### src/design/pointer_angle_affine_rotation_top_assert.svh
// Assertion macros shared by the pointer angle rotation block.
`ifndef POINTER_ANGLE_AFFINE_ROTATION_TOP_ASSERT_SVH
`define POINTER_ANGLE_AFFINE_ROTATION_TOP_ASSERT_SVH
// Implication checked on every clock edge outside reset.
`define PAR_ASSERT_IMP(lbl, ante, cons) \
    lbl: assert property (@(posedge clk) disable iff (!rst_n) (ante) |-> (cons)) \
        else $error("assertion failed");
// Next-cycle implication checked outside reset.
`define PAR_ASSERT_NXT(lbl, ante, cons) \
    lbl: assert property (@(posedge clk) disable iff (!rst_n) (ante) |=> (cons)) \
        else $error("assertion failed");
`endif

### src/design/par_pkg.sv
// Package with shared types and tables of the pointer angle rotation block.
`timescale 1ns / 1ps
package par_pkg;
    localparam int ITERS = 30;
    localparam logic signed [33:0] GAIN_Q30 = 34'sd652032874;

    // Configuration register indexes
    localparam logic [1:0] REG_PX = 2'd0;
    localparam logic [1:0] REG_PY = 2'd1;
    localparam logic [1:0] REG_MX = 2'd2;
    localparam logic [1:0] REG_MY = 2'd3;

    typedef logic signed [33:0] word_t;

    // Cell payload: vectoring and rotation share a cell format
    typedef struct packed {
        logic  valid;
        word_t x;
        word_t y;
        logic signed [33:0] z;
        logic  neg;
        logic [31:0] angle;
        logic [7:0] px;
        logic [7:0] py;
        logic [7:0] mx;
        logic [7:0] my;
    } cell_t;

    function automatic logic signed [33:0] atan_entry(input int i);
        logic [31:0] t;
        begin
            unique case (i)
                0: t = 32'h20000000;  1: t = 32'h12E4051D;  2: t = 32'h09FB385B;
                3: t = 32'h051111D4;  4: t = 32'h028B0D43;  5: t = 32'h0145D7E1;
                6: t = 32'h00A2F61E;  7: t = 32'h00517C55;  8: t = 32'h0028BE53;
                9: t = 32'h00145F2E; 10: t = 32'h000A2F98; 11: t = 32'h000517CC;
                12: t = 32'h00028BE6; 13: t = 32'h000145F3; 14: t = 32'h0000A2F9;
                15: t = 32'h0000517C; 16: t = 32'h000028BE; 17: t = 32'h0000145F;
                18: t = 32'h00000A2F; 19: t = 32'h00000517; 20: t = 32'h0000028B;
                21: t = 32'h00000145; 22: t = 32'h000000A2; 23: t = 32'h00000051;
                24: t = 32'h00000028; 25: t = 32'h00000014; 26: t = 32'h0000000A;
                27: t = 32'h00000005; 28: t = 32'h00000002; 29: t = 32'h00000001;
                default: t = 32'h0;
            endcase
            atan_entry = $signed({2'b00, t});
        end
    endfunction
endpackage

### src/design/par_cell.sv
// One CORDIC micro-rotation cell, vectoring or rotation mode.
`timescale 1ns / 1ps
module par_cell #(
    parameter int STEP   = 0,
    parameter bit ROTATE = 1'b0
) (
    input  logic            clk,
    input  logic            rst_n,
    input  logic            en,
    input  par_pkg::cell_t  din,
    output par_pkg::cell_t  dout
);
    import par_pkg::*;

    cell_t cell_reg;
    cell_t cell_next;
    word_t xs;
    word_t ys;
    logic  dir;

    // Shift and rotate by one table angle
    always_comb
    begin
        xs = din.x >>> STEP;
        ys = din.y >>> STEP;
        dir = ROTATE ? !din.z[33] : (din.y > 0);
        cell_next = din;
        if (ROTATE ? dir : dir)
        begin
            if (ROTATE)
            begin
                cell_next.x = din.x - ys;
                cell_next.y = din.y + xs;
                cell_next.z = din.z - atan_entry(STEP);
            end
            else
            begin
                cell_next.x = din.x + ys;
                cell_next.y = din.y - xs;
                cell_next.z = din.z + atan_entry(STEP);
            end
        end
        else
        begin
            if (ROTATE)
            begin
                cell_next.x = din.x + ys;
                cell_next.y = din.y - xs;
                cell_next.z = din.z + atan_entry(STEP);
            end
            else
            begin
                cell_next.x = din.x - ys;
                cell_next.y = din.y + xs;
                cell_next.z = din.z - atan_entry(STEP);
            end
        end
    end

    // Hold while stalled
    always_ff @(posedge clk or negedge rst_n)
    begin
        if (!rst_n)
            cell_reg <= '0;
        else if (en)
            cell_reg <= cell_next;
    end

    assign dout = cell_reg;
endmodule

### config.mk
export PLATFORM = sky130hd
export DESIGN_NAME = par_cell
export DESIGN_NICKNAME = d
export VERILOG_FILES = /design/src/design/pointer_angle_affine_rotation_top_assert.svh /design/src/design/par_pkg.sv /design/src/design/par_cell.sv
export SDC_FILE = /design/constraint.sdc
export NUM_CORES = 1
export LEC_CHECK = 0
export BUFFER_PORTS_ARGS = -buffer_cell sky130_fd_sc_hd__buf_4
export CAP_MARGIN = 0
export CORE_MARGIN = 2
export CORE_UTILIZATION = 51
export DETAILED_ROUTE_END_ITERATION = 12
export GPL_TIMING_DRIVEN = 0
export HOLD_SLACK_MARGIN = 0.02
export PLACE_DENSITY_LB_ADDON = 0.3
export SYNTH_ARGS = -nofsm -noshare
export SYNTH_HDL_FRONTEND = slang
export SYNTH_SLANG_ARGS = --single-unit
### constraint.sdc
create_clock -name clk -period 2.04 [get_ports clk]
set_input_delay 0.204 -clock clk [delete_from_list [all_inputs] [get_ports clk]]
set_output_delay 0.204 -clock clk [all_outputs]
set_load 0.02 [all_outputs]
==> flow_metrics.py <==
metrics = {
    "power": {
        "seqPwrFrac_pct": 29.4,
        "finalPower_mw": 14.2,
        "power_frac_clock_pct": 25.8,
        "p_int_mw": 8.27,
        "power_frac_comb_pct": 44.8,
        "p_sw_share_pct": 41.6,
        "peakVddDrop_uv": 531,
        "switchingPower_mw": 5.89,
        "total_leakage_power_nw": 8.78,
        "power.density_mw_per_mm2": 713,
    },
    "global_route": {
        "overflow": 0,
        "grt_max_degree": 119,
        "grt_pass1_vias": 14100,
        "antenna_found_initial": 5,
        "grt_use_total_pct": 45.5,
        "grt_pass1_wl_um": 84600,
    },
    "clock_network": {
        "root_buffer": "clkbuf_16",
        "cts-buffers-inserted": 17,
        "cts_buffer_depth": 2,
        "clk_pin_slew_worst_paths_ns": 0.08,
        "cts_tree": "yes",
        "htreeDepth": 4,
        "cts_sinks": 167,
        "clk_latency_ns": 0.46,
    },
    "finish": {
        "fin_area_mm2": 0.0199,
        "syn2layout_area_growth_pct": 63.7,
        "finalNetCount": 2173,
        "layout_commonest_cell": "buf_4",
        "post-route-util_pct": 84.9,
        "largest_register_ffs": 167,
        "fillCellCount": 1208,
        "final_cell_mix": "392 x buf_4, 167 x dfrtp_1, 115 x nor2_1",
        "drive_gt1_share_pct": 46.4,
    },
    "routing": {
        "wl_met1_um": 20800,
        "dr_wl_met3_um": 7760,
        "dr.first_iter.drc_count": 1811,
        "via_count": 14500,
        "wl_per_cell_um": 28.1,
        "ant_nets": 0,
        "dr.max_layer_used": "met5",
        "drt_wl_total_um": 62700,
        "vias_per_cell": 6.52,
        "drc": 0,
        "first_pass_iters": 10,
        "route.met2.wl_um": 28500,
    },
    "setup_path": {
        "slowest_delay_ns": 0.44,
        "path_max_fanout": 5,
        "critPathKind": "in2reg",
        "crit_family": "compound AO/OA/AOI/OAI gates",
        "crit_end": "dout[166]$_DFFE_PN0P_",
        "reg2reg_setup_slack_ns": 1.00,
        "rr_endpoint": "dout[166]$_DFFE_PN0P_",
        "critPathLaunchType": "input pin",
        "cp_num_buf_inv": 6,
        "crit_required_ns": 2.33,
        "reg2reg_from": "dout[166]$_DFFE_PN0P_",
        "crit_arrival_ns": 3.26,
        "critPathLaunch": "din[103]",
        "critPathSlowestCell": "a21oi_2",
        "crit_chain": "buf_12 -> inv_4 -> ha_4 -> buf_12 -> nor3b_4 -> nor3_4 -> a2111oi_4 -> buf_4 -> o31ai_4 -> buf_4 -> buf_6 -> nand3_4 -> a211o_4 -> a21oi_4 -> xnor2_2 -> a21oi_2",
        "worstSetupPathDepth": 16,
        "end_kind": "register",
        "r2r_cells": 2,
    },
    "place": {
        "post-place-ws_ns": -1.43,
        "dpl.hpwl_um": 37700,
        "io_buffers": 338,
        "place.gp.congestion": 1.04,
        "place_area_mm2": 0.0157,
    },
    "sta": {
        "fin_skew_ns": 0,
        "setup_viol": 62,
        "fin_setup_tns_ns": -19.00,
        "tightest_slew_ns": 1.31,
        "fmax_ghz": 0.337,
        "final-hold-violation-count": 0,
        "timing.final.crit_period_ns": 2.97,
        "slew_viol_final": 0,
        "period_share_pct": 145,
        "rsz0062_at_grt": "yes",
        "setup_slack_ns": -0.926,
        "max-slew-margin-rel_pct": 12.4,
    },
    "floorplan": {
        "start_util_pct": 51.9,
        "die_area_mm2": 0.0251,
        "core_area_mm2": 0.0234,
        "fp.dieW_um": 158,
        "rows": 56,
        "ios": 339,
        "die_h_um": 158,
    },
    "yosys": {
        "synth_area_per_cell_um2": 9.02,
        "ys_ff_latch": 167,
        "syn_inst": 1346,
        "synth_edf_count": 0,
        "async_flop_share_pct": 100,
        "synth_nets": 1624,
        "synth_cell_types": 78,
        "syn_area_mm2": 0.0121,
        "synth_ff_type": "dfrtp_1",
        "yosys_warnings": 0,
        "ys_seq_area_share_pct": 34.4,
    },
    "job": {
        "drv_cap": 0,
    },
    "min_path": {
        "hold_path_class": "in2reg",
    },
    "outcome": {
        "violations": "setup timing",
        "status": "complete, but fails checks",
    },
}
==> worst reg2reg max path, cell delays in order, from the launching register on <==
cell	delay, ns
dfrtp_1	0.39
nor2_1	0.07
a21oi_2	0.41
==> cell families (layout without fill, tap and decap cells) <==
family	after synthesis	after routing	share of synthesized area, %
mux	125	125	11.5
xor+xnor	61	61	4.40
other cells	0	3	0
fa+ha+maj	107	107	11.3
buf+inv	178	740	5.67
compound gates	393	393	20.8
simple gates	315	315	12.0
flops	167	167	34.4
==> stage by stage <==
stage | hold WS, ns | std cells
floorplan | -0.0916 | 1346
global placement | 0.438 | 2003
detailed placement | 0.155 | 2004
CTS | 0.0249 | 2189
global route | 0.0188 | 2230
finish | 0.0378 | 2230
==> what timing repair did <==
item                                    in CTS  in global routing
endpoints found under the hold margin      142                  0
resized for setup                          253                147
pin swaps                                   95                 88
hold buffers                                94                  0
setup buffers                               63                 44
gates cloned                                 0                  1
endpoints found under the setup margin      66                 65
==> area by class of cell <==
type | count | area (um2) | share of cell area (%)
diodes | 3 | 7.51 | 0.0378
plain buffers | 72 | 487 | 2.45
clock buffers | 17 | 425 | 2.14
clock inverters | 15 | 218 | 1.10
inverters | 101 | 418 | 2.10
multi-input cells | 1001 | 9180 | 46.2
flip-flops and latches | 167 | 4180 | 21.0
well taps | 319 | 399 | 2.01
repair buffers | 535 | 4560 | 22.9
==> routing by layer <==
layer | global-route usage (%) | up-vias
li1 | - | 5906
met1 | 52.2 | 6883
met2 | 73.6 | 1296
met3 | 13.4 | 452
met4 | 30.6 | 2
met5 | 0 | -
==> power groups by stage <==
stage | combinational (mW) | clock [mW] | sequential, mW
2_1_floorplan | 2.15 | 0 | 4.73
3_3_place_gp | 4.68 | 0 | 4.13
3_5_place_dp | 4.75 | 0 | 4.15
4_1_cts | 5.54 | 3.52 | 4.10
5_1_grt | 6.55 | 3.74 | 4.20
6_report | 6.35 | 3.65 | 4.17
==> how the worst min path moves through the flow <==
| stage | start | end | slack (ns) | cells past startpoint |
|---|---|---|---|---|
| after global placement | din[15] | dout[15]$_DFFE_PN0P_ | 0.44 | 2 |
| after global routing | din[21] | dout[21]$_DFFE_PN0P_ | 0.02 | 2 |
| final | din[3] | dout[3]$_DFFE_PN0P_ | 0.04 | 2 |
| after floorplan | rst_n | dout[0]$_DFFE_PN0P_ | -0.09 | 0 |
| after detailed placement | rst_n | dout[114]$_DFFE_PN0P_ | 0.15 | 1 |
| after CTS | din[21] | dout[21]$_DFFE_PN0P_ | 0.02 | 2 |
==> Yosys cell counts, types with 5 or more instances <==
library cell  number  share of area [%]
o31a_1             7               0.51
a211o_1            7               0.51
o211ai_1          10               0.62
a2111oi_0          8               0.58
o21ai_0           59                2.4
a211oi_1           9               0.56
mux2_2           112                 10
a21o_1            20                1.2
xnor2_1           56                4.0
clkbuf_1          57                1.8
o21ai_1           12               0.49
inv_1             96                3.0
xor2_1             5               0.36
buf_2              7               0.29
nand2b_1           9               0.46
o31ai_1           16               0.99
nand4_1           12               0.62
nor3_1            22               0.91
nor2b_1           11               0.57
nand3_1           19               0.78
nand2_1           68                2.1
a221oi_1           5               0.36
buf_1             11               0.34
dfrtp_1          167                 34
ha_1             103                 11
mux2i_1           13                1.1
a31oi_1           10               0.52
and2_1             5               0.26
o21a_1             8               0.49
or3_1              9               0.46
o21bai_1          14               0.87
nor4_1            15               0.77
a21oi_1          153                6.3
nor2_1           127                3.9
Note: power is estimated with default switching activity, not from simulation.
